--- src/rdiv_pkg.sv ---
// Shared constants and types for the pipelined restoring divider.
`timescale 1ns / 1ps
package rdiv_pkg;

	localparam int unsigned DATA_WIDTH_DEF = 64;
	localparam int unsigned FIELD_W        = 64;
	localparam int unsigned MODE_W         = 2;
	localparam int unsigned IN_TDATA_W     = 2 * FIELD_W;
	localparam int unsigned OUT_TDATA_W    = FIELD_W;

	typedef enum logic [MODE_W-1:0] {
		MODE_UQUO = 2'd0,
		MODE_UREM = 2'd1,
		MODE_SQUO = 2'd2,
		MODE_SREM = 2'd3
	} mode_t;

	// Control that travels down the pipeline beside each word.
	typedef struct packed {
		logic valid;
		logic sel_rem;
		logic neg;
		logic zero;
	} ctrl_t;

endpackage

--- src/rdiv_round.sv ---
// One restoring shift-and-subtract round with its pipeline register.
`timescale 1ns / 1ps
module rdiv_round
	import rdiv_pkg::*;
#(
	parameter int unsigned DATA_WIDTH = DATA_WIDTH_DEF
) (
	input  logic                  clk,
	input  logic                  arst_n,
	input  logic                  adv,
	input  ctrl_t                 ctrl_in,
	input  logic [DATA_WIDTH-1:0] rem_in,
	input  logic [DATA_WIDTH-1:0] quo_in,
	input  logic [DATA_WIDTH-1:0] den_in,
	output ctrl_t                 ctrl_s1,
	output logic [DATA_WIDTH-1:0] rem_s1,
	output logic [DATA_WIDTH-1:0] quo_s1,
	output logic [DATA_WIDTH-1:0] den_s1
);

	localparam int unsigned W = DATA_WIDTH;

	logic [W:0]   trial;
	logic [W:0]   diff;
	logic         fits;
	logic [W-1:0] rem_d;
	logic [W-1:0] quo_d;

	// The quotient register starts as the dividend: its top bit feeds the
	// partial remainder while the new quotient bit enters at the bottom.
	always_comb begin
		trial = {rem_in, quo_in[W-1]};
		diff  = trial - {1'b0, den_in};
		fits  = (trial >= {1'b0, den_in});
		rem_d = fits ? diff[W-1:0] : trial[W-1:0];
		quo_d = {quo_in[W-2:0], fits};
	end

	always_ff @(posedge clk or negedge arst_n) begin
		if (!arst_n) begin
			ctrl_s1 <= '0;
		end else if (adv) begin
			ctrl_s1 <= ctrl_in;
		end
	end

	always_ff @(posedge clk) begin
		if (adv) begin
			rem_s1 <= rem_d;
			quo_s1 <= quo_d;
			den_s1 <= den_in;
		end
	end

endmodule

--- config.mk ---
export PLATFORM = sky130hd
export DESIGN_NAME = rdiv_round
export DESIGN_NICKNAME = d
export VERILOG_FILES = /design/src/rdiv_pkg.sv /design/src/rdiv_round.sv
export SDC_FILE = /design/constraint.sdc
export NUM_CORES = 1
export LEC_CHECK = 0
export BUFFER_PORTS_ARGS = -buffer_cell sky130_fd_sc_hd__buf_2
export CAP_MARGIN = 40
export CORE_UTILIZATION = 33
export DETAILED_ROUTE_END_ITERATION = 6
export SYNTH_ARGS = -nofsm -noshare
export SYNTH_HDL_FRONTEND = slang
export SYNTH_SLANG_ARGS = --single-unit
--- constraint.sdc ---
create_clock -name clk -period 0.8 [get_ports clk]
set_input_delay 0.04 -clock clk [delete_from_list [all_inputs] [get_ports clk]]
set_output_delay 0.04 -clock clk [all_outputs]
set_load 0.005 [all_outputs]
== Yosys cells after proc, flatten, opt, wreduce, memory -nomap -nowiden ==
Index checks and enable logic that the tools add are counted.

* Flip-flop bits (word level): 196
* Input bits: 199
* Output and inout port bits: 196
* Word-level logic and storage cells: 10

* Add/sub/neg operators: 1
* Order comparisons: 1
* Mux-type cells: 1

{| class="wikitable"
|+ Operators by type and width
! cell !! number
|-
| greater-or-equal comparator 65 x 64 -> 1 bit || 1
|-
| two-way mux 64 bit || 1
|-
| subtractor 64 bit || 1
|}

== Depth between registers and ports, before layout ==
* Depth in word-level cells: 2
* Gate-level depth with buffers: 14
* Gate-level depth less buffers: 12

== Least setup slack after synthesis ==
Ideal clock, no wire load.

* Path type: in2reg
* From: input den_in[32]
* To: register rem_s1[22] (data pin)
* Setup time: 260 ps
* Arrival time: 2423 ps
* Data required time: 540 ps
* Setup slack: -1882 ps
* Cell stages on the path: 11
* Path buffers: 2
* Cells stage by stage: inv_1 -> ha_1 -> nand2_2 -> or3_1 -> or3_4 -> a2111oi_4 -> nor3_2 -> o31ai_2 -> buf_4 -> buf_6 -> mux2_2

* Word-level cells in the longest chain between the ends: 2

{| class="wikitable"
|+ Ends and longest elaborated chain
! what !! line !! RTL
|-
| start: declaration || rdiv_round.sv:14 || <nowiki>input logic [DATA_WIDTH-1:0] den_in,</nowiki>
|-
| greater-or-equal comparator 65 x 64 -> 1 bit || rdiv_round.sv:34 || <nowiki>fits = (trial >= {1'b0, den_in});</nowiki>
|-
| two-way mux 64 bit || rdiv_round.sv:35 || <nowiki>rem_d = fits ? diff[W-1:0] : trial[W-1:0];</nowiki>
|-
| via rem_d[22] || rdiv_round.sv:26 || <nowiki>logic [W-1:0] rem_d;</nowiki>
|-
| end signal: assignment || rdiv_round.sv:49 || <nowiki>rem_s1 <= rem_d;</nowiki>
|-
| end: declaration || rdiv_round.sv:16 || <nowiki>output logic [DATA_WIDTH-1:0] rem_s1,</nowiki>
|}

The timed path passes the listed nets, and every way through them passes these cells.
A chain may end at the register's enable or synchronous reset.

== Final worst setup path ==
* From: input den_in[30]
* To: register rem_s1[8] (data pin)

The elaborated chain is that of the path after synthesis.

==> impl_metrics.tcl <==
set metrics [dict create \
    timing.reg2reg.setup_slack_ps -90 \
    start_kind "input port" \
    cts_buffers 17 \
    avgRoutedWirePerCell_um 17.4 \
    die-area_mm2 0.0338 \
    dieWidth_um 184 \
    whs_ps 9.93 \
    via_per_inst 4.79 \
    ir_drop_mv 1.49 \
    drtIter0Drc 513 \
    critPathMaxStageDelay_ps 400 \
    grt_pass1_wl_um 61500 \
    gp_congestion 0.848 \
    rsz0062_at_grt "true" \
    leakage_nw 8.97 \
    status "complete, but fails checks" \
    tns_ps -131750 \
    pwr_density_cell_mw_per_mm2 1630 \
    max_slew_margin_pct 57.0 \
    synth_area_per_cell_um2 11.0 \
    ys_ff_latch 196 \
    grt-ovfl-total 0 \
    ys_types 66 \
    violations "negative setup slack" \
    critPathMaxFanout 6 \
    cts_sinks 196 \
    cp_num_cells 13 \
    p_total_mw 33.1 \
    hold_class "input port to register" \
    worstPathCellList "buf_8, inv_4, ha_4, nand2_4, or3_4, or3_4, a2111oi_4, nor3_4, o31ai_4, buf_6, buf_12, buf_12, mux2_4" \
    rr_worst_depth 2 \
    period_share_pct 292 \
    fmax_mhz 428 \
    finalMaxSlewViolations 0 \
    antenna_found_initial 5 \
    synth-edff-count 192 \
    drc 0 \
    cts_tree "built" \
    drtAntennaViolNets 0 \
    grt_start_max_net_pins 32 \
    yosys_warnings 0 \
    cp_top_family "simple AND/OR/NAND/NOR gates" \
    grt_pass1_vias 11700 \
    post-route-util_pct 62.6 \
    fin_ws_ps -1540 \
    dp_hpwl_um 29600 \
    whs_path_depth 4 \
    synth_ff_type "edfxtp_1" \
    vias 11400 \
    synthCells 995 \
    htreeDepth 4 \
    endpoint_kind "register" \
    portBuffers 394 \
    dieHeight_um 184 \
    core_mm2 0.0325 \
    period_needed_ps 2340 \
    synth_fp_nets 1259 \
    fin_skew_ps 0 \
    cp_data_required_time_ps 1010 \
    wirelength_um 41600 \
    crit_arrival_ps 2550 \
    initial_core_util_pct 33.5 \
    cts_max_path_buffers 2 \
    crit_type "input port to register" \
    critPathSlowestCell "or3_4" \
    cp_num_buf_inv 5 \
    clk_latency_ps 450 \
    ioPinCount 395 \
    synthArstFlopShare_pct 2.04 \
    drive_gt1_share_pct 54.1 \
    core.rowCount 66 \
    synth-seq-area-share_pct 53.7 \
    fin_nets 2191 \
    area_delta_synth_final_pct 86.5 \
    first_pass_iters 5 \
    hold_viol 0 \
    worstMarginPinSlew_ps 638 \
    clk_pin_slew_ps 80 \
    finalSetupViolCount 263 \
    synthesis.area_mm2 0.0109 \
    grtUsageTotal_pct 23.8 \
    max_cap_viol_count 0 \
    cts-root-buf "clkbuf_16" \
]
## metal layers
layer,up-vias,global-route usage (%),routed length [um],part of all wire (%)
met3,74,4.34,2050,4.9
met1,5435,27.1,16500,40
met4,6,9.23,1150,2.8
li1,5540,-,-,-
met5,-,0,44,0.11
met2,370,44.0,21800,52
## worst paths after layout
| path | from | to |
|---|---|---|
| max | den_in[30] | rem_s1[8]$_DFFE_PP_ |
| min | rem_in[35] | rem_s1[36]$_DFFE_PP_ |
| max reg2reg | ctrl_s1[3]$_DFFE_PN0P_ | ctrl_s1[3]$_DFFE_PN0P_ |
| min reg2reg | ctrl_s1[1]$_DFFE_PN0P_ | ctrl_s1[1]$_DFFE_PN0P_ |
| max in group asynchronous | arst_n | ctrl_s1[0]$_DFFE_PN0P_ |
| min in group asynchronous | arst_n | ctrl_s1[2]$_DFFE_PN0P_ |
## flip-flops by register name (all words and copies together) (netlist names)
signal	cells
rem_s1	64
quo_s1	64
den_s1	64
ctrl_s1	4
## power by group
part	leakage (nW)	internal (mW)	switching, mW
clock	0.264	4.08	4.30
sequential	1.93	12.6	0.302
combinational	6.78	6.36	5.43
## per-stage QoR
step / cell area (um^2) / cells / worst slack (ps)
detailed placement: 16200 / 2114 / -2210
CTS: 19600 / 2366 / -1570
floorplan: 11300 / 995 / -1730
finish: 20400 / 2384 / -1540
global placement: 16200 / 2114 / -2220
global route: 20400 / 2384 / -1650
## cells in the mapped netlist (4+ instances only)
cell | instances | area share [%]
a21o_1 | 24 | 1.7
a21oi_1 | 98 | 4.5
o21a_1 | 11 | 0.76
a21boi_0 | 4 | 0.28
nand3_1 | 15 | 0.69
nand2_1 | 65 | 2.2
or2_2 | 8 | 0.46
o22ai_1 | 5 | 0.29
buf_4 | 7 | 0.48
ha_1 | 64 | 7.3
mux2_2 | 10 | 1.0
o31ai_1 | 6 | 0.41
o21ai_0 | 42 | 1.9
a21oi_2 | 19 | 1.5
nor3_1 | 17 | 0.78
a31oi_1 | 7 | 0.40
a211oi_1 | 8 | 0.55
xor2_1 | 24 | 1.9
nor2b_1 | 5 | 0.29
dfrtp_1 | 4 | 0.92
clkbuf_1 | 25 | 0.86
inv_1 | 77 | 2.6
nor2_1 | 97 | 3.3
o21bai_1 | 15 | 1.0
nand4_1 | 21 | 1.2
nand3b_1 | 4 | 0.28
and3_1 | 10 | 0.57
xnor2_1 | 30 | 2.4
o211ai_1 | 6 | 0.41
nor4_1 | 4 | 0.23
nand2b_1 | 9 | 0.52
a221oi_1 | 4 | 0.32
buf_2 | 7 | 0.32
edfxtp_1 | 192 | 53
## final cells by class
cell class | instances | area (um^2)
repair buffers | 955 | 7270
clock buffers | 18 | 429
multi-input cells | 679 | 5780
clock inverters | 14 | 119
flip-flops and latches | 196 | 5870
inverters | 78 | 330
diodes | 2 | 5.00
fillers | 2667 | 12200
well taps | 442 | 553
## cell families (layout without fill, tap and decap cells)
logic type,Yosys count,count (layout),share of synthesized area (%)
flops,196,196,53.7
xor+xnor,54,54,4.33
compound gates,280,280,17.0
mux,12,12,1.22
other cells,0,2,0
simple gates,268,268,11.6
buf+inv,120,1065,4.65
fa+ha+maj,65,65,7.52
## layout by cell type, fill, tap and decap left out, types with 9 or more instances in the layout
cell	netlist	layout
inv_1	77	61
nand3_1	15	15
ha_4	0	26
inv_2	1	9
nor2_2	0	23
buf_2	7	375
o21a_1	11	11
edfxtp_1	192	192
buf_12	0	16
a21oi_2	19	68
nand2_1	65	55
o21ai_1	3	14
xor2_1	24	23
nand4_1	21	21
nand2b_1	9	9
xnor2_1	30	29
o21bai_1	15	10
buf_4	7	323
o21ai_0	42	25
ha_1	64	32
nor2_1	97	66
buf_6	3	32
dlygate4sd3_1	0	189
a21o_1	24	23
buf_8	0	11
a21oi_1	98	45
clkbuf_16	0	19
nor3_1	17	12
## worst register-to-register path: stages, from the launching register on
cell	delay (ps)
dfrtp_1	390
buf_4	140
mux2_2	260
## timing repair
item | in CTS | in global routing
gates cloned | 6 | 3
setup buffers | 27 | 19
hold buffers | 189 | 1
endpoints found under the setup margin | 261 | 263
endpoints found under the hold margin | 191 | 1
gates resized for setup | 148 | 143
pin swaps | 39 | 52
No activity file was read; power rests on OpenSTA's default activity.
