File: config.mk
export PLATFORM = sky130hd
export DESIGN_NAME = rdiv_prep
export DESIGN_NICKNAME = d
export VERILOG_FILES = /design/src/rdiv_pkg.sv /design/src/rdiv_prep.sv
export SDC_FILE = /design/constraint.sdc
export NUM_CORES = 1
export LEC_CHECK = 0
export ABC_AREA = 1
export BUFFER_PORTS_ARGS = -buffer_cell sky130_fd_sc_hd__buf_2
export CAP_MARGIN = 5
export CORE_UTILIZATION = 30
export DETAILED_ROUTE_END_ITERATION = 7
export PLACE_DENSITY_LB_ADDON = 0.15
export SYNTH_ARGS = -nofsm -noshare
export SYNTH_HDL_FRONTEND = slang
export SYNTH_SLANG_ARGS = --single-unit
export TNS_END_PERCENT = 30
File: constraint.sdc
create_clock -name clk -period 1.4 [get_ports clk]
set_clock_uncertainty 0.1 [all_clocks]
set_input_delay 0.28 -clock clk [delete_from_list [all_inputs] [get_ports clk]]
set_output_delay 0.28 -clock clk [all_outputs]
set_load 0.01 [all_outputs]
File: src/rdiv_pkg.sv
// Shared constants and types for the pipelined restoring divider.
`timescale 1ns / 1ps
package rdiv_pkg;

	localparam int unsigned DATA_WIDTH_DEF = 64;
	localparam int unsigned FIELD_W        = 64;
	localparam int unsigned MODE_W         = 2;
	localparam int unsigned IN_TDATA_W     = 2 * FIELD_W;
	localparam int unsigned OUT_TDATA_W    = FIELD_W;

	typedef enum logic [MODE_W-1:0] {
		MODE_UQUO = 2'd0,
		MODE_UREM = 2'd1,
		MODE_SQUO = 2'd2,
		MODE_SREM = 2'd3
	} mode_t;

	// Control that travels down the pipeline beside each word.
	typedef struct packed {
		logic valid;
		logic sel_rem;
		logic neg;
		logic zero;
	} ctrl_t;

endpackage

File: src/rdiv_prep.sv
// Input stage: operand trimming, sign handling and divisor zero check.
`timescale 1ns / 1ps
module rdiv_prep
	import rdiv_pkg::*;
#(
	parameter int unsigned DATA_WIDTH = DATA_WIDTH_DEF
) (
	input  logic                  clk,
	input  logic                  arst_n,
	input  logic                  adv,
	input  logic                  in_valid,
	input  logic [FIELD_W-1:0]    dividend,
	input  logic [FIELD_W-1:0]    divisor,
	input  logic [MODE_W-1:0]     mode,
	output ctrl_t                 ctrl_s1,
	output logic [DATA_WIDTH-1:0] num_s1,
	output logic [DATA_WIDTH-1:0] den_s1
);

	localparam int unsigned W = DATA_WIDTH;

	logic [W-1:0] num;
	logic [W-1:0] den;
	logic         is_signed;
	logic         num_neg;
	logic         den_neg;
	ctrl_t        ctrl_d;

	always_comb begin
		num       = dividend[W-1:0];
		den       = divisor[W-1:0];
		is_signed = (mode == MODE_SQUO) || (mode == MODE_SREM);
		num_neg   = is_signed & num[W-1];
		den_neg   = is_signed & den[W-1];
		ctrl_d.valid   = in_valid;
		ctrl_d.sel_rem = (mode == MODE_UREM) || (mode == MODE_SREM);
		ctrl_d.zero    = (den == '0);
		// The remainder follows the dividend's sign, the quotient the sign product.
		ctrl_d.neg     = (mode == MODE_SREM) ? num_neg : (num_neg ^ den_neg);
	end

	always_ff @(posedge clk or negedge arst_n) begin
		if (!arst_n) begin
			ctrl_s1 <= '0;
		end else if (adv) begin
			ctrl_s1 <= ctrl_d;
		end
	end

	always_ff @(posedge clk) begin
		if (adv) begin
			num_s1 <= num_neg ? (~num + W'(1)) : num;
			den_s1 <= den_neg ? (~den + W'(1)) : den;
		end
	end

endmodule

## Word-level counts from Yosys, hierarchy flattened

Index checks and enable logic that the tools add are counted.
Widths: inputs -> output; s select.

| operators by class | value |
|---|---|
| mux-type cells | 3 |
| add/sub/neg operators | 2 |
| equality and inequality tests | 3 |
| reductions and logical operators | 3 |
| bitwise logic cells | 5 |

Operator list:

| cell | number |
|---|---|
| $add 64x1->64 const B | 2 |
| $mux 64 | 2 |
| $not 64->64 | 2 |
| $logic_not 64->1 | 1 |
| $eq 2x2->1 const B | 2 |
| $and 1x1->1 | 2 |
| $eq 2x1->1 const B | 1 |
| $logic_or 1x1->1 | 2 |
| $mux 1 | 1 |
| $xor 1x1->1 | 1 |

| storage, ports and cells | value |
|---|---|
| bits in registers | 132 |
| input bits | 134 |
| output and inout bits | 132 |

## Longest topological paths before layout

| logic depth | value |
|---|---|
| word-level depth | 5 |
| depth in mapped cells | 11 |
| gate-level depth less buffers | 11 |

## Worst setup path after synthesis

No wires, ideal clock.

| timing path | value |
|---|---|
| path kind | input to register |
| start point | input divisor[1] |
| end point | register den_s1[52], data pin |
| arrival | 1289 ps |
| required time | 1045 ps |
| stages | 9 |
| library setup time | 255 ps |
| path slack | -243 ps |
| cells stage by stage | inv_1 ha_1 nand3_2 nor2_2 nand2_2 nand2_2 nand2_2 o21bai_1 nand2_1 |

| between the ends | value |
|---|---|
| cells in the longest elaborated chain, start to end | 3 |

RTL lines:

| item | RTL line | text |
|---|---|---|
| start, declared | rdiv_prep.sv:13 | `input logic [FIELD_W-1:0] divisor,` |
| $not 64->64 | rdiv_prep.sv:53 | `den_s1 <= den_neg ? (~den + W'(1)) : den;` |
| $add 64x1->64 | rdiv_prep.sv:53 |  |
| $mux 64 | rdiv_prep.sv:53 |  |
| end signal, assigned | rdiv_prep.sv:53 |  |
| end, declared | rdiv_prep.sv:17 | `output logic [DATA_WIDTH-1:0] den_s1` |

Every way passes these cells.
A chain may end at the register's enable or synchronous reset.

## Final worst setup path

| timing path | value |
|---|---|
| start point | register num_s1[20] |
| end point | output num_s1[20] |

RTL lines:

| item | RTL line | text |
|---|---|---|
| start, declared | rdiv_prep.sv:16 | `output logic [DATA_WIDTH-1:0] num_s1,` |
| start signal, assigned | rdiv_prep.sv:52 | `num_s1 <= num_neg ? (~num + W'(1)) : num;` |

No word-level cell between the ends.

==> impl_metrics.csv <==
group,metric,value,unit
global_route,gr-total-overflow,0,
synth,ys_seq_area_share,45.7,%
timing,worst_pin_slew,332,ps
critical_path,critPathRequiredTime,1020,ps
power_and_ir_drop,leakagePower,6.33,nW
placed_design,place.gp.congestion,0.904,
synth,synth_warnings,0,
critical_path,worstPathCellList,"buf_2",
synth,yosys.area_share.simple,36.3,%
synth,synth_edf_count,128,
placed_design,dp_slack,-544,ps
global_route,grt_pass1_wl,48.0,mm
die,dieArea,29500,um2
power_and_ir_drop,clockPowerShare,37.7,%
critical_path,critPathBufInv,1,
critical_path,crit_arrival,1020,ps
placed_design,portBuffers,265,
power_and_ir_drop,power_density,936,nW/um2
outcome,violations,"negative setup slack",
clocking,cts-root-buf,"clkbuf_16",
timing,finalSetupViolCount,2,
power_and_ir_drop,switchingPower,3.74,mW
critical_path,critical_path.top_delay_family,"flip-flops",
synth,synth.distinct_cells,33,
drt,postRouteAntennaNets,0,
outcome,outcome,"finished with violations",
clocking,clk_latency,420,ps
die,die_h,172,um
clocking,tritoncts,"done",
timing,fmax,0.712,GHz
critical_path,reg2reg_to,"ctrl_s1[2]$_DFFE_PN0P_",
critical_path,crit_slowest_cell,"edfxtp_1",
critical_path,worstReg2RegStart,"ctrl_s1[2]$_DFFE_PN0P_",
placed_design,placedCellCount,2025,
critical_path,rr_worst_depth,2,
clocking,ctsHtreeMaxLevel,4,
synth,ys_ff_latch,132,
placed_design,place.detailed.hpwl,26.6,mm
final_layout,final_nets,1812,
die,dieWidth,172,um
critical_path,cp_num_cells,1,
synth,synth_xor_area_share,6.09,%
critical_path,cp-start-kind,"register",
timing,hold_slack,53.4,ps
critical_path,crit_type,"register to output port",
die,core_area,28000,um2
timing,setup_ws,-3.52,ps
clocking,cts_buffers,17,
synth,synthCells,1138,
clocking,cts_max_path_buffers,2,
power_and_ir_drop,pwr-share-seq,39.0,%
global_route,grt_antenna_before_repair,1,
global_route,track_usage,22.0,%
synth,synth-compound-area-share,5.52,%
timing,rsz0062_at_grt,"true",
drt,via_per_inst,4.54,
critical_path,reg2reg_slack,680,ps
synth,syn_avg_cell_area,7.59,um2
critical_path,startpoint,"num_s1[20]$_DFFE_PP_",
timing,drv_slew,0,
synth,synth_top_family_by_area,"simple AND/OR/NAND/NOR gates",
power_and_ir_drop,p_int,9.06,mW
power_and_ir_drop,peakVddDrop,0.544,mV
timing,min_period,1400,ps
drt,wl,32.6,mm
synth,ys.flop_type,"edfxtp_1",
drt,post_drt_wl_per_cell,15.8,um
clocking,clk_pin_slew,60,ps
critical_path,endpoint,"num_s1[20]",
power_and_ir_drop,p_comb_share,23.4,%
timing,relSlewSlack,77.8,%
global_route,grt_pass1_vias,8744,
final_layout,fin_util,48.8,%
synth,muxShareOfSynthArea,0,%
synth,synth_async_sr_flop_share,3.03,%
die,ioPinCount,266,
critical_path,critPathMaxFanout,1,
timing,finalSetupTns,-4.31,ps
critical_path,cpPeakStageDelay,430,ps
run,drv_cap,0,
final_layout,final_cells,2068,
drt,dr.pass1.iters,5,
power_and_ir_drop,switching_share,29.2,%
global_route,grt_max_degree,39,
synth,syn-cell-area,8630,um2
die,start_util,30.8,%
drt,drc_errors,0,
synth,synth_fa_ha_area_share,0.290,%
drt,drt_iter0_markers,642,
drt,dr_total_vias,9388,
final_layout,drive_above_1_share,42.8,%
timing,hold_viol,0,
min_path,hold_path.class,"input port to register",
final_layout,nFillCells,2828,
timing,fin_crit_sh,100,%
synth,postSynthNetCount,1274,
clocking,cts_sinks,132,
critical_path,crit_path_end_kind,"output port",
die,core.rowCount,61,
final_layout,area_growth,58.4,%
## Yosys cell counts (9+ instances only)
| cell type | instances | share of area (%) |
|---|---|---|
| o21ai_1 | 27 | 1.6 |
| nor2_1 | 219 | 9.5 |
| nand2_1 | 365 | 16 |
| a21oi_1 | 9 | 0.52 |
| o21ai_0 | 12 | 0.70 |
| xnor2_1 | 21 | 2.1 |
| nor2_2 | 15 | 1.1 |
| inv_1 | 105 | 4.6 |
| nand4_1 | 9 | 0.65 |
| nand3_1 | 109 | 6.3 |
| edfxtp_1 | 128 | 45 |
| nand2_2 | 13 | 0.94 |
| xor2_1 | 39 | 4.0 |
| nor2_4 | 9 | 1.2 |
## cell usage in the layout (no fill, tap or decap), drive strengths merged
cell         synthesis  routed
buf                 13     527
nand2              379     379
nor2               243     244
edfxtp             128     128
inv                113     114
nand3              112     112
o21ai               45      45
xor2                39      39
xnor2               21      21
clkbuf               0      19
a21oi               19      19
nand4                9       9
clkinv               0       7
dfrtp                4       4
dlygate4sd3          0       4
o21bai               3       3
bufinv               0       3
nand3b               2       2
nor3                 2       2
a21boi               2       2
ha                   2       2
clkinvlp             0       2
diode                0       1
a31oi                1       1
o211ai               1       1
## repair_timing
| item | in CTS | in global routing |
|---|---|---|
| hold buffers | 3 | 1 |
| resized for setup | 13 | 111 |
| setup endpoints to repair | 19 | 88 |
| hold endpoints to repair | 6 | 1 |
| buffers inserted | 0 | 5 |
| cloned | 0 | 1 |
| pin swaps | 4 | 36 |
## sequential cells by signal, indices dropped and copies added (netlist names)
register,count
den_s1,64
num_s1,64
ctrl_s1,4
## logic make-up after synthesis
family	after synthesis
AND/OR/NAND/NOR	747
flip-flops	132
buffers and inverters	126
AO/OA/AOI/OAI	71
XOR/XNOR	60
adder cells (fa/ha/maj)	2
## layer usage
| metal | up-vias | wire length, um | global-route usage (%) |
|---|---|---|---|
| met3 | 24 | 1700 | 2.83 |
| li1 | 4763 | - | - |
| met2 | 289 | 14900 | 35.2 |
| met5 | - | 0 | 0 |
| met1 | 4312 | 15500 | 31.1 |
| met4 | 0 | 454 | 5.78 |
## how the worst min path moves through the flow
stage	start	endpoint	cells after the start
finish	mode[0]	ctrl_s1[2]$_DFFE_PN0P_	3
global route	dividend[47]	num_s1[47]$_DFFE_PP_	3
CTS	divisor[0]	den_s1[0]$_DFFE_PP_	1
detailed placement	arst_n	ctrl_s1[2]$_DFFE_PN0P_	1
global placement	arst_n	ctrl_s1[3]$_DFFE_PN0P_	1
floorplan	arst_n	ctrl_s1[0]$_DFFE_PN0P_	0
## final cells by class
class	instances	area, um2	area share, %
flip-flops and latches	132	3940	28.8
inverters	113	470	3.44
diodes	1	2.50	0.0183
multi-input cells	881	4590	33.6
clock inverters	13	171	1.25
well taps	378	473	3.46
repair buffers	531	3580	26.2
clock buffers	19	443	3.24
## through the flow
stage          instance area (um2)  power (mW)
2_1_floorplan                 8760        6.27
6_report                     13700        12.8
5_1_grt                      13700        13.4
3_3_place_gp                 12600        7.94
4_1_cts                      13300        12.8
3_5_place_dp                 12600        7.95
## power groups by stage
stage	Clock (mW)	Sequential, mW	Combinational, mW
2_1_floorplan	0	5.28	0.986
3_3_place_gp	0	5.08	2.87
3_5_place_dp	0	5.07	2.88
4_1_cts	4.91	4.99	2.91
5_1_grt	5.05	5.02	3.29
6_report	4.82	4.99	2.99
No activity file was read; power rests on OpenSTA's default activity.
