### src/rdiv_pkg.sv
// Shared constants and types for the pipelined restoring divider.
`timescale 1ns / 1ps
package rdiv_pkg;

	localparam int unsigned DATA_WIDTH_DEF = 64;
	localparam int unsigned FIELD_W        = 64;
	localparam int unsigned MODE_W         = 2;
	localparam int unsigned IN_TDATA_W     = 2 * FIELD_W;
	localparam int unsigned OUT_TDATA_W    = FIELD_W;

	typedef enum logic [MODE_W-1:0] {
		MODE_UQUO = 2'd0,
		MODE_UREM = 2'd1,
		MODE_SQUO = 2'd2,
		MODE_SREM = 2'd3
	} mode_t;

	// Control that travels down the pipeline beside each word.
	typedef struct packed {
		logic valid;
		logic sel_rem;
		logic neg;
		logic zero;
	} ctrl_t;

endpackage

### src/rdiv_post.sv
// Output stage: result select, sign fix-up and the output register.
`timescale 1ns / 1ps
module rdiv_post
	import rdiv_pkg::*;
#(
	parameter int unsigned DATA_WIDTH = DATA_WIDTH_DEF
) (
	input  logic                   clk,
	input  logic                   arst_n,
	input  logic                   adv,
	input  ctrl_t                  ctrl_in,
	input  logic [DATA_WIDTH-1:0]  rem_in,
	input  logic [DATA_WIDTH-1:0]  quo_in,
	output logic                   out_valid,
	output logic [OUT_TDATA_W-1:0] out_data
);

	localparam int unsigned W = DATA_WIDTH;

	logic [W-1:0] pick;
	logic [W-1:0] res;

	always_comb begin
		pick = ctrl_in.sel_rem ? rem_in : quo_in;
		res  = ctrl_in.neg ? (~pick + W'(1)) : pick;
		if (ctrl_in.zero) begin
			res = '0;
		end
	end

	always_ff @(posedge clk or negedge arst_n) begin
		if (!arst_n) begin
			out_valid <= 1'b0;
		end else if (adv) begin
			out_valid <= ctrl_in.valid;
		end
	end

	always_ff @(posedge clk) begin
		if (adv) begin
			out_data <= OUT_TDATA_W'(res);
		end
	end

endmodule

### config.mk
export PLATFORM = sky130hd
export DESIGN_NAME = rdiv_post
export DESIGN_NICKNAME = d
export VERILOG_FILES = /design/src/rdiv_pkg.sv /design/src/rdiv_post.sv
export SDC_FILE = /design/constraint.sdc
export NUM_CORES = 1
export LEC_CHECK = 0
export BUFFER_PORTS_ARGS = -buffer_cell sky130_fd_sc_hd__buf_2
export CELL_PAD_IN_SITES_DETAIL_PLACEMENT = 0
export CELL_PAD_IN_SITES_GLOBAL_PLACEMENT = 1
export CORE_MARGIN = 2
export CORE_UTILIZATION = 41
export DETAILED_ROUTE_END_ITERATION = 12
export GPL_TIMING_DRIVEN = 0
export PLACE_DENSITY_LB_ADDON = 0.1
export SLEW_MARGIN = 20
export SYNTH_ARGS = -nofsm -noshare
export SYNTH_HDL_FRONTEND = slang
export SYNTH_SLANG_ARGS = --single-unit
### constraint.sdc
create_clock -name clk -period 1.47 [get_ports clk]
set_input_delay 0.0735 -clock clk [delete_from_list [all_inputs] [get_ports clk]]
set_output_delay 0.0735 -clock clk [all_outputs]
set_load 0.02 [all_outputs]
---- After elaboration in Yosys (flattened, before gate mapping) ----
Cells that the tools add are included.
operators by class
  multiply operators ...................... 0
  $lt $le $gt $ge ......................... 0
  $add $sub $neg .......................... 1
  shift-type cells ........................ 0
  div/mod/pow operators ................... 0
  muxes and demuxes ....................... 2
  bitwise logic cells ..................... 1
  equality and inequality tests ........... 0
  reductions and logical operators ........ 0
operators by type and width
  cell                                                             number
  64-bit two-way mux                                               2
  64-bit by 1-bit adder with 64-bit output, second input constant  1
  64-bit NOT                                                       1
storage, ports and cells
  output and inout port bits .............. 65
  memories ................................ 0
  latch bits .............................. 0
  input bits .............................. 135
  ROM bits ................................ 0
  bits in registers ....................... 65
  RAM bits ................................ 0

---- Longest topological paths before layout ----
Gate-level depths: netlist of run 1.
  word-level depth ........................ 4
  depth in mapped cells ................... 15

---- Worst setup path before layout of run 1 ----
No wires, ideal clock.
  path kind ............................... input port to flip-flop
  start ................................... in ctrl_in[2] (netlist name)
  end ..................................... reg out_data[54] (data pin)
  stages on the path ...................... 15
  data required time ...................... 1.204 ns
  buffers on the path ..................... 8
  arrival time ............................ 2.966 ns
  setup slack ............................. -1.762 ns
  setup time .............................. 0.266 ns
  cell sequence ........................... buf_6 -> buf_2 -> buf_2 -> buf_2 -> buf_2 -> buf_2 -> buf_2 -> mux2i_1 -> ha_1 -> o221a_2 -> nand3_1 -> clkbuf_1 -> o41ai_1 -> xnor2_1 -> nor2_1
between the ends
  longest elaborated chain between the ends .. 4
ends and longest elaborated chain
  element                                   line             source
  start: declaration                        rdiv_post.sv:11  input ctrl_t ctrl_in,
  64-bit two-way mux (*)                    rdiv_post.sv:24  pick = ctrl_in.sel_rem ? rem_in : quo_in;
  64-bit NOT                                rdiv_post.sv:25  res = ctrl_in.neg ? (~pick + W'(1)) : pick;
  64-bit by 1-bit adder with 64-bit output  rdiv_post.sv:25
  64-bit two-way mux (*)                    rdiv_post.sv:25
  end signal: assignment                    rdiv_post.sv:41  out_data <= OUT_TDATA_W'(res);
  end: declaration                          rdiv_post.sv:15  output logic [OUT_TDATA_W-1:0] out_data
Mark *: on every way between the ends. The rest lies on a longest branch, timed or not.
A chain may end at the register's enable or synchronous reset.

---- Final worst setup path of run 1 ----
  start ................................... in ctrl_in[2] (netlist name)
  end ..................................... reg out_data[58] (data pin)
Same word-level chain as after synthesis.

==> results.md, run 1 <==
• complete, but fails checks — result of the run
• negative setup slack — violated checks
• 16100 µm — Detail Placement HPWL
• 3.98 nW — static leakage power
• 197 — number of port buffers
• 1001 — post-layout net count
• 730 ps — setup slack on the worst flop-to-flop path
• 6169 — number of global-route vias before repair
• 0.00635 W — post-route total power
• 4 — Max Fanout on Critical Path
• out_valid$_DFFE_PN0P_ — endpoint of the worst register-to-register path
• 58.8 ps — Hold Worst Slack
• 0 — max-slew violation count
• sky130_fd_sc_hd__clkbuf_16 — root buffer cell
• 121 µm — Die Y
• 695 nW/µm² — Pwr Density
• 0.423 — Initial Utilization
• 567 — number of design-rule violations left by the first detailed-router iteration
• 9 — total clock buffers created by CTS
• 1043 — filler cell count
• in -> reg — WS Path Type
• 1046 — Finished Layout Cells
• 60 ps — Clk pin slew, worst setup/hold paths
• 66 — maximum number of pins on one net before global-route repair
• 0.00208 W — switching power of the nets
• 0 — number of antenna repair diodes
• 6255 — via total after detailed routing
• in -> async — Tightest Hold Check Type
• 0 — number of synthesis warnings
• 0.329 — share of power burned in combinational logic
• 9.69 µm² — syn avg cell area
• 0 — GRT overflow
• 2 — Longest Clk Path Bufs
• 0.309 — power share of the clock group
• 60 — Final setup viols
• 5620 µm² — post-synthesis cell area
• 0 ps — worst setup skew after layout
• -854 ps — worst-case setup margin in the final layout
• 58 — Netlist cell types
• 2320 ps — Final min period
• 0 — Final Hold Fails
• 5 — number of optimization iterations in the first detailed-route pass
• 0.937 — routability congestion estimate from global placement
• sky130_fd_sc_hd__edfxtp_1, sky130_fd_sc_hd__mux2i_1, sky130_fd_sc_hd__xnor2_1 — largest cells by area after synthesis
• 0 — antenna violation net count after detailed routing
• 0.362 — sequential share of power
• 14700 µm² — die area
• 0.688 — final core utilization
• 953 — Placed Cells incl. Taps
• 5.98 — DR vias/cell
• sky130_fd_sc_hd__edfxtp_1 — post-synth top area cell
• 0.346 — sequential fraction of the synthesis area
• 1140 ps — worst-margin pin slew
• input port — Startpoint Class
• 1 — Worst Reg-to-Reg Cells
• 0.342 — Synth top area share
• -38130 ps — Post-Route Setup TNS
• 65 — flop and latch count out of synthesis
• 0.505 mV — worst ir drop on vdd
• 3 — depth of the CTS H-tree
• out_valid$_DFFE_PN0P_ — Critical R2R Launch
• 65 — sink count of the clock tree
• 64 — number of flops mapped to enable cells by yosys
• 35400 µm — first-pass GRT wire length
• 13300 µm² — standard cell core area
• 430 MHz — achievable clock frequency
• 0 — # Max-Cap Violations
• 200 — number of ports placed on the die boundary
• sky130_fd_sc_hd__edfxtp_1 — ys flop type
• 0.243 — Slew headroom
• 0.00428 W — Int Pwr
• 42 — num rows
• 23800 µm — post-detailed-routing wire length
• 0.0154 — Synth async-reset ratio
• 2420 ps — crit path DAT
• 121 µm — die width
• 0.514 — proportion of layout cells with a drive suffix above 1
• 350 ps — Clock Latency Late Sink
• 1570 ps — data required time of the critical path
• 0 — DR DRC count
• 716 — Post-Synthesis Net Count
• 22.7 µm — routed length per placed instance
• 0 — initial antenna violation count
• true — setup repair after global routing missed its margin
• flop — crit path capture type
• 0.321 — total routing resource utilization after global routing
• done — clock tree from TritonCTS
• 580 — number of instances in the synthesized netlist
• 62.7% — Layout area overhead
• 1.58 — ratio of final minimum period to clock period
• 0.327 — switch share
[per-stage QoR]
stage	setup slack, ps	cell area (µm²)
final	-854	9150
after detailed placement	-1750	7120
after CTS	-879	8760
after floorplan	-1100	5910
after global placement	-1750	7110
after global routing	-901	9150
[flip-flops by register name, summed over array words and instances, names as in the netlist]
register / count
out_data: 64
out_valid: 1
[power groups by stage]
stage                     Sequential [W]  Clock (W)  Combinational, W
after global routing             0.00231    0.00204           0.00222
after CTS                        0.00230    0.00196           0.00200
after global placement           0.00233          0           0.00172
final                            0.00230    0.00197           0.00209
after floorplan                  0.00258          0          0.000788
after detailed placement         0.00233          0           0.00173
[metal layers]
layer	vias to the layer above	GRT usage	share of wire
li1	2834	-	-
met1	2993	0.438	0.42
met2	355	0.502	0.45
met3	73	0.0648	0.092
met4	0	0.120	0.034
met5	-	0	0
[worst max-delay path by stage]
stage | start | endpoint | slack [ps] | depth (start not counted)
floorplan | ctrl_in[2] | out_data[54]$_SDFFCE_PP0P_ | -1100 | 15
global placement | ctrl_in[2] | out_data[47]$_SDFFCE_PP0P_ | -1750 | 8
detailed placement | ctrl_in[2] | out_data[47]$_SDFFCE_PP0P_ | -1750 | 8
CTS | ctrl_in[2] | out_data[58]$_SDFFCE_PP0P_ | -880 | 13
global route | ctrl_in[2] | out_data[58]$_SDFFCE_PP0P_ | -900 | 8
finish | ctrl_in[2] | out_data[58]$_SDFFCE_PP0P_ | -850 | 8
[Yosys cell counts (all sizes together) (5+ instances only)]
| cell type | count |
|---|---|
| nor2 | 72 |
| edfxtp | 64 |
| mux2i | 64 |
| xnor2 | 51 |
| nor3 | 31 |
| nand2 | 30 |
| o21ai | 22 |
| o41ai | 21 |
| clkbuf | 20 |
| buf | 19 |
| nor3b | 17 |
| nand3 | 15 |
| o31ai | 13 |
| or3b | 13 |
| or3 | 12 |
| or4 | 12 |
| or4b | 10 |
| a21oi | 9 |
| nand4 | 9 |
| inv | 7 |
| nor4 | 7 |
| a222oi | 6 |
| a22oi | 6 |
| o21a | 5 |
| o2bb2a | 5 |
[cell families (layout without fill, tap and decap cells)]
group | count (synthesis) | after routing | synth area share
compound gates | 105 | 105 | 0.160
flops | 65 | 65 | 0.346
fa+ha+maj | 1 | 1 | 0.00223
mux | 67 | 67 | 0.120
simple gates | 241 | 241 | 0.244
xor+xnor | 55 | 55 | 0.0857
buf+inv | 46 | 336 | 0.0414
[layout make-up]
| cell class | instances | area [µm²] | area share |
|---|---|---|---|
| clock buffers | 12 | 236 | 0.0259 |
| repair buffers | 275 | 1770 | 0.193 |
| clock inverters | 4 | 20.0 | 0.00219 |
| well taps | 176 | 220 | 0.0241 |
| flip-flops and latches | 65 | 1950 | 0.213 |
| inverters | 7 | 26.3 | 0.00287 |
| plain buffers | 38 | 442 | 0.0483 |
| multi-input cells | 469 | 4490 | 0.490 |
[worst max-delay path: stages]
cell and delay, ps:
sky130_fd_sc_hd__buf_12 110, sky130_fd_sc_hd__buf_4 140, sky130_fd_sc_hd__or4_4 570, sky130_fd_sc_hd__a222oi_1 430, sky130_fd_sc_hd__nand4_1 140, sky130_fd_sc_hd__buf_4 190
sky130_fd_sc_hd__or4_4 530, sky130_fd_sc_hd__a31o_1 230
[cells in the final DEF (no fill, tap or decap), types with 9 or more instances in the layout]
master and n:
sky130_fd_sc_hd__buf_12 17, sky130_fd_sc_hd__buf_2 198, sky130_fd_sc_hd__buf_4 56, sky130_fd_sc_hd__buf_6 14
sky130_fd_sc_hd__clkbuf_1 13, sky130_fd_sc_hd__clkbuf_16 13, sky130_fd_sc_hd__edfxtp_1 64, sky130_fd_sc_hd__mux2i_1 60
sky130_fd_sc_hd__nand2_1 23, sky130_fd_sc_hd__nand4_1 9, sky130_fd_sc_hd__nor2_1 71, sky130_fd_sc_hd__nor3_1 28
sky130_fd_sc_hd__nor3b_1 14, sky130_fd_sc_hd__o31ai_4 13, sky130_fd_sc_hd__o41ai_4 21, sky130_fd_sc_hd__xnor2_1 47
[repair_timing]
item / in CTS / in global routing
hold endpoints to repair: 2 / 0
cloned: 5 / 1
pin swaps: 72 / 34
resized for setup: 162 / 42
endpoints found under the setup margin: 62 / 62
buffers inserted: 50 / 20
hold buffers: 2 / 0
Note: power is estimated with default switching activity, not from simulation.
==> run 2, diff against run 1 <==
Settings changed: CORE_UTILIZATION 41 to 34.
Clock period 1.47 ns to 1.9 ns, I/O delays scaled along.
==> results.md, run 2 (synthesis gave the netlist of run 1 again) <==
• 197 — number of port buffers, unchanged
• 861 ps — worst-margin pin slew, -275 ps
• 65 — sink count of the clock tree, unchanged
• 985 — post-layout net count, -1.6%
• 0 — GRT overflow, unchanged
• 0.426 mV — worst ir drop on vdd, -15%
• 0.916 — routability congestion estimate from global placement, -2.3%
• 17000 µm — Detail Placement HPWL, +5.8%
• 1980 ps — data required time of the critical path, +410 ps
• 0 — # Max-Cap Violations, unchanged
• 0.352 — sequential share of power, -0.010
• 0 — number of antenna repair diodes, unchanged
• 60 ps — Clk pin slew, worst setup/hold paths, about the same
• 64 — number of flip-flops in the largest register, unchanged
• 200 — number of ports placed on the die boundary, unchanged
• 47 — num rows, +12%
• input port — Startpoint Class
• 9030 µm² — summed area of non-filler cells in the final layout, -1.3%
• 0.488 — proportion of layout cells with a drive suffix above 1, -0.0255
• 0.313 — share of power burned in combinational logic, -0.016
• 6 — Max Fanout on Critical Path, +2
• flop — crit path capture type
• 0.269 — total routing resource utilization after global routing, -0.0525
• 340 ps — Clock Latency Late Sink, about the same
• 2 — Longest Clk Path Bufs, unchanged
• 52.1 ps — Hold Worst Slack, -6.70 ps
• 0.316 — switch share, -0.0108
• 0.00160 W — switching power of the nets, -23%
• 2430 ps — crit path DAT, about the same
• 0 — Final Hold Fails, unchanged
• 16300 µm² — standard cell core area, +23%
• 133 µm — Die Y, +9.5%
• 22.3 µm — routed length per placed instance, -1.8%
• 0 — DR DRC count, unchanged
• 0.00505 W — post-route total power, -20%
• 51 — Final setup viols, -15%
• 9 — total clock buffers created by CTS, unchanged
• sky130_fd_sc_hd__buf_2, sky130_fd_sc_hd__nor2_1, sky130_fd_sc_hd__edfxtp_1, sky130_fd_sc_hd__mux2i_1, sky130_fd_sc_hd__xnor2_1 — commonest non-fill, non-tap cells in the layout
• 2350 ps — Final min period
• 0.426 — Slew headroom, +0.183
• 1.24 — ratio of final minimum period to clock period
• 0.552 — final core utilization, -0.136
• true — setup repair after global routing missed its margin
• 66 — maximum number of pins on one net before global-route repair, unchanged
• done — clock tree from TritonCTS
• complete, but fails checks — result of the run
• in -> async — Tightest Hold Check Type
• 560 nW/µm² — Pwr Density, -19%
• 5.66 — DR vias/cell, -5.4%
• 0.335 — power share of the clock group, +0.026
• 3.84 nW — static leakage power, -3.6%
• 17600 µm² — die area, +20%
• 36100 µm — first-pass GRT wire length, +1.8%
• 3 — depth of the CTS H-tree, unchanged
• 0.344 — Initial Utilization, -0.0790
• sky130_fd_sc_hd__buf_2 — most common cell after layout, fill and taps aside
• 7170 µm² — cell area after placement, +0.72%
• 0 ps — worst setup skew after layout, unchanged
• 133 µm — die width, +9.5%
• out_data — register containing the most flip-flops in the final layout
• sky130_fd_sc_hd__clkbuf_16 — root buffer cell
• in -> reg — WS Path Type
• 1500 — filler cell count, +44%
• 6075 — via total after detailed routing, -2.9%
• 0 — antenna violation net count after detailed routing, unchanged
• 24000 µm — post-detailed-routing wire length, +0.86%
• 8 — number of optimization iterations in the first detailed-route pass, +3
• 426 MHz — achievable clock frequency
• 0.00346 W — Int Pwr, -19%
• 0 — max-slew violation count, unchanged
• -447 ps — worst-case setup margin in the final layout, +407 ps
• out_data x64, out_valid x1 — largest registers ranked by flip-flop count
• 489 — number of design-rule violations left by the first detailed-router iteration, -14%
• -15050 ps — Post-Route Setup TNS, +23080 ps
• negative setup slack — violated checks
• 6264 — number of global-route vias before repair, +1.5%
• 60.6% — Layout area overhead
• 0 — initial antenna violation count, unchanged
run 2: changes by cell type in the layout (fill, tap and decap cells not counted), sizes merged:
cell and change:
bufinv +1, clkinv -2, buf -16, clkdlybuf4s15 +1
run 2: through the flow:
stage	worst slack (ps)	cells
6_report	-447	1074
5_1_grt	-500	1074
4_1_cts	-460	1063
3_5_place_dp	-1390	997
3_3_place_gp	-1410	997
2_1_floorplan	-693	580
run 2: power by group through the flow:
stage,Combinational (W),Sequential (W),Clock (W)
after floorplan,0.000608,0.00200,0
after detailed placement,0.00135,0.00181,0
after CTS,0.00153,0.00178,0.00172
after global routing,0.00168,0.00179,0.00177
final,0.00158,0.00178,0.00169
after global placement,0.00134,0.00180,0
run 2: routing by layer:
metal  wire length (µm)  GRT usage  vias to the layer above
met2              11100      0.428                      302
met1              10600      0.371                     2939
met4                499     0.0878                        0
met5                  0          0                        -
li1                   -          -                     2789
met3               1760     0.0471                       45
run 2: what timing repair did:
action / CTS / global route
gates resized for setup: 125 / 46
setup buffers: 46 / 11
pin swaps: 47 / 42
gates cloned: 3 / 0
setup endpoints to repair: 60 / 58
hold buffers: 2 / 0
endpoints found under the hold margin: 2 / 0
run 2: cell type report:
class,count,area (µm²),share of cell area
Timing Repair Buffer,259,1650,0.183
Multi-Input combinational cell,469,4410,0.489
Clock buffer,13,250,0.0277
Inverter,7,26.3,0.00291
Clock inverter,3,40.0,0.00443
Buffer,38,423,0.0468
Tap cell,220,275,0.0305
Sequential cell,65,1950,0.216
run 2: critical path, stage by stage:
cell and delay (ps):
sky130_fd_sc_hd__buf_12 120, sky130_fd_sc_hd__buf_12 130, sky130_fd_sc_hd__buf_12 120, sky130_fd_sc_hd__buf_8 110, sky130_fd_sc_hd__buf_12 110, sky130_fd_sc_hd__buf_12 130, sky130_fd_sc_hd__buf_12 120, sky130_fd_sc_hd__mux2i_4 190
sky130_fd_sc_hd__ha_4 180, sky130_fd_sc_hd__o221a_4 230, sky130_fd_sc_hd__nand3_4 140, sky130_fd_sc_hd__clkbuf_16 230, sky130_fd_sc_hd__buf_12 130, sky130_fd_sc_hd__o31ai_4 170, sky130_fd_sc_hd__xnor2_1 150, sky130_fd_sc_hd__nor2_1 60
run 2: path summary, 6_finish.rpt:
kind                                        from                         end  slack (ps)  cells after the start
setup / recovery                      ctrl_in[2]  out_data[32]$_SDFFCE_PP0P_        -450                     16
hold / removal                            arst_n       out_valid$_DFFE_PN0P_          50                      2
setup reg to reg           out_valid$_DFFE_PN0P_       out_valid$_DFFE_PN0P_        1170                      1
hold reg to reg            out_valid$_DFFE_PN0P_       out_valid$_DFFE_PN0P_         500                      1
max in group asynchronous                 arst_n       out_valid$_DFFE_PN0P_        1760                      2
min in group clk                       quo_in[8]   out_data[8]$_SDFFCE_PP0P_         230                      4
==> run 3, diff against run 2 <==
Settings changed: ABC_CLOCK_PERIOD_IN_PS set to 1900, REMOVE_ABC_BUFFERS set to 1.
==> results.md, run 3 (synthesis gave the netlist of run 1 again) <==
• complete, but fails checks — result of the run
• negative setup slack — violated checks
• 16300 µm² — standard cell core area, unchanged
• sky130_fd_sc_hd__buf_2 — most common cell after layout, fill and taps aside
• met4 — top routing layer in use
• 0 — antenna violation net count after detailed routing, unchanged
• 32600 µm — first-pass GRT wire length, -9.8%
• 530 ps — slowest stage delay, CP, +300 ps
• ctrl_in[2] — beginning of the critical path
• 133 µm — Die Y, unchanged
• 1990 ps — data required time of the critical path, about the same
• 0.447 — proportion of layout cells with a drive suffix above 1, -0.0409
• 469 MHz — achievable clock frequency, +9.9%
• 1573 — filler cell count, +4.9%
• 0 — max-slew violation count, unchanged
• -5090 ps — Post-Route Setup TNS, +9950 ps
• 64 — number of flip-flops in the largest register, unchanged
• sky130_fd_sc_hd__or4_4 — slowest stage cell on the critical path
• 964 — Placed Cells incl. Taps, -3.3%
• 949 — post-layout net count, -3.7%
• 133 µm — die width, unchanged
• 0.518 — final core utilization, -0.0342
• 17600 µm² — die area, unchanged
• sky130_fd_sc_hd__buf_2, sky130_fd_sc_hd__nor2_1, sky130_fd_sc_hd__mux2i_1, sky130_fd_sc_hd__edfxtp_1, sky130_fd_sc_hd__xnor2_1 — commonest non-fill, non-tap cells in the layout
• 5687 — via total after detailed routing, -6.4%
• simple AND/OR/NAND/NOR gates — critical path's top delay family
• buf_16 > or4_4 > a222oi_1 > buf_4 > nand4_1 > buf_6 > or4_4 > a31o_1 — worst-path cell chain
• 0.412 mV — worst ir drop on vdd, -3.5%
• 1 — initial antenna violation count, +1
• done — clock tree from TritonCTS
• 200 — number of ports placed on the die boundary, unchanged
• 9 — total clock buffers created by CTS, unchanged
• 50.7% — Layout area overhead
• out_data — register containing the most flip-flops in the final layout
• 0 — # Max-Cap Violations, unchanged
• 3 — total buffers and inverters traversed by the critical path, -6
• 349 — number of design-rule violations left by the first detailed-router iteration, -29%
• 0.798 — routability congestion estimate from global placement, -13%
• 0.00508 W — post-route total power, +0.57%
• 0 — GRT overflow, unchanged
• 2 — Longest Clk Path Bufs, unchanged
• 1.12 — ratio of final minimum period to clock period, -0.112
• true — setup repair after global routing missed its margin
• 1038 — Finished Layout Cells, -3.4%
• 0.344 — Initial Utilization, unchanged
• 0 — number of antenna repair diodes, unchanged
• 0 ps — worst setup skew after layout, unchanged
• 806 ps — worst-margin pin slew, -54.5 ps
• 8 — Max Fanout on Critical Path, +2
• sky130_fd_sc_hd__clkbuf_16 — root buffer cell
• 60 ps — Clk pin slew, worst setup/hold paths, about the same
• 2220 ps — crit path DAT, -210 ps
• 0 — Final Hold Fails, unchanged
• 13500 µm — Detail Placement HPWL, -21%
• 2130 ps — Final min period, -212 ps
• 600 nW/µm² — Pwr Density, +7.2%
• 21700 µm — post-detailed-routing wire length, -9.3%
• 8 — Worst path depth, -8
• 0 — DR DRC count, unchanged
• 1170 ps — setup slack on the worst flop-to-flop path, about the same
• 340 ps — Clock Latency Late Sink, about the same
• 47 — num rows, unchanged
• 70 — maximum number of pins on one net before global-route repair, +6.1%
• sky130_fd_sc_hd__or4_4 — cell with the most instances on the worst path
• out_valid$_DFFE_PN0P_ — endpoint of the worst register-to-register path
• 5 — number of optimization iterations in the first detailed-route pass, -3
• 6780 µm² — cell area after placement, -5.4%
• 20.9 µm — routed length per placed instance, -6.1%
• 3.52 nW — static leakage power, -8.4%
• 65 — sink count of the clock tree, unchanged
• 38 — Final setup viols, -25%
• in -> reg — WS Path Type
• flop — crit path capture type
• 3 — depth of the CTS H-tree, unchanged
• in -> async — Tightest Hold Check Type
• 5.48 — DR vias/cell, -3.1%
• 1040 µm — Routed met3 length, -41%
• 8470 µm² — summed area of non-filler cells in the final layout, -6.2%
• 1 — Worst Reg-to-Reg Cells, unchanged
• out_valid$_DFFE_PN0P_ — Critical R2R Launch
• 5817 — number of global-route vias before repair, -7.1%
• 0.239 — total routing resource utilization after global routing, -0.0296
• 199 — number of port buffers, +1.0%
• input port — Startpoint Class
• 10700 µm — DR WL met2, -3.5%
• -234 ps — worst-case setup margin in the final layout, +212 ps
• 9580 µm — Met1 Routed Length, -9.9%
• out_data[58]$_SDFFCE_PP0P_ — worst setup path endpoint
• 0.463 — Slew headroom, +0.0363
• out_data x64, out_valid x1 — largest registers ranked by flip-flop count
## run 3: layout make-up
type	instances	area (µm²)	area share
Inverter	7	26.3	0.00310
Tap cell	220	275	0.0325
Sequential cell	65	1950	0.230
Clock buffer	11	233	0.0275
Clock inverter	5	80.1	0.00945
Timing Repair Buffer	259	1910	0.226
Multi-Input combinational cell	471	4000	0.472
## run 3: worst min path at each step
stage | startpoint | to | slack (ps) | cells past startpoint
3_3_place_gp | arst_n | out_valid$_DFFE_PN0P_ | -130 | 1
2_1_floorplan | arst_n | out_valid$_DFFE_PN0P_ | -200 | 0
4_1_cts | arst_n | out_valid$_DFFE_PN0P_ | 50 | 2
5_1_grt | arst_n | out_valid$_DFFE_PN0P_ | 60 | 2
3_5_place_dp | arst_n | out_valid$_DFFE_PN0P_ | -130 | 1
6_report | arst_n | out_valid$_DFFE_PN0P_ | 60 | 2
## run 3: where the power goes
part	internal (W)	switching, W	leakage, nW	total [W]
Combinational	0.000648	0.000825	2.74	0.00147
Sequential	0.00174	0.0000322	0.629	0.00178
Clock	0.00115	0.000684	0.146	0.00183
## run 3: per-layer routing
metal / vias to the layer above / GRT usage
met4: 0 / 0.0753
li1: 2715 / -
met5: - / 0
met2: 192 / 0.410
met1: 2747 / 0.304
met3: 33 / 0.0467
## run 3: per-stage QoR
stage | worst slack, ps | hold WS (ps)
finish | -234 | 56.4
global route | -295 | 60.3
CTS | -245 | 51.2
detailed placement | -1940 | -129
global placement | -4000 | -131
floorplan | -609 | -201
## run 3: repair_timing
item	CTS	global route
cloned	14	3
buffers inserted	30	9
setup endpoints to repair	58	45
resized for setup	85	33
endpoints found under the hold margin	2	0
pin swaps	32	28
hold buffers	2	0
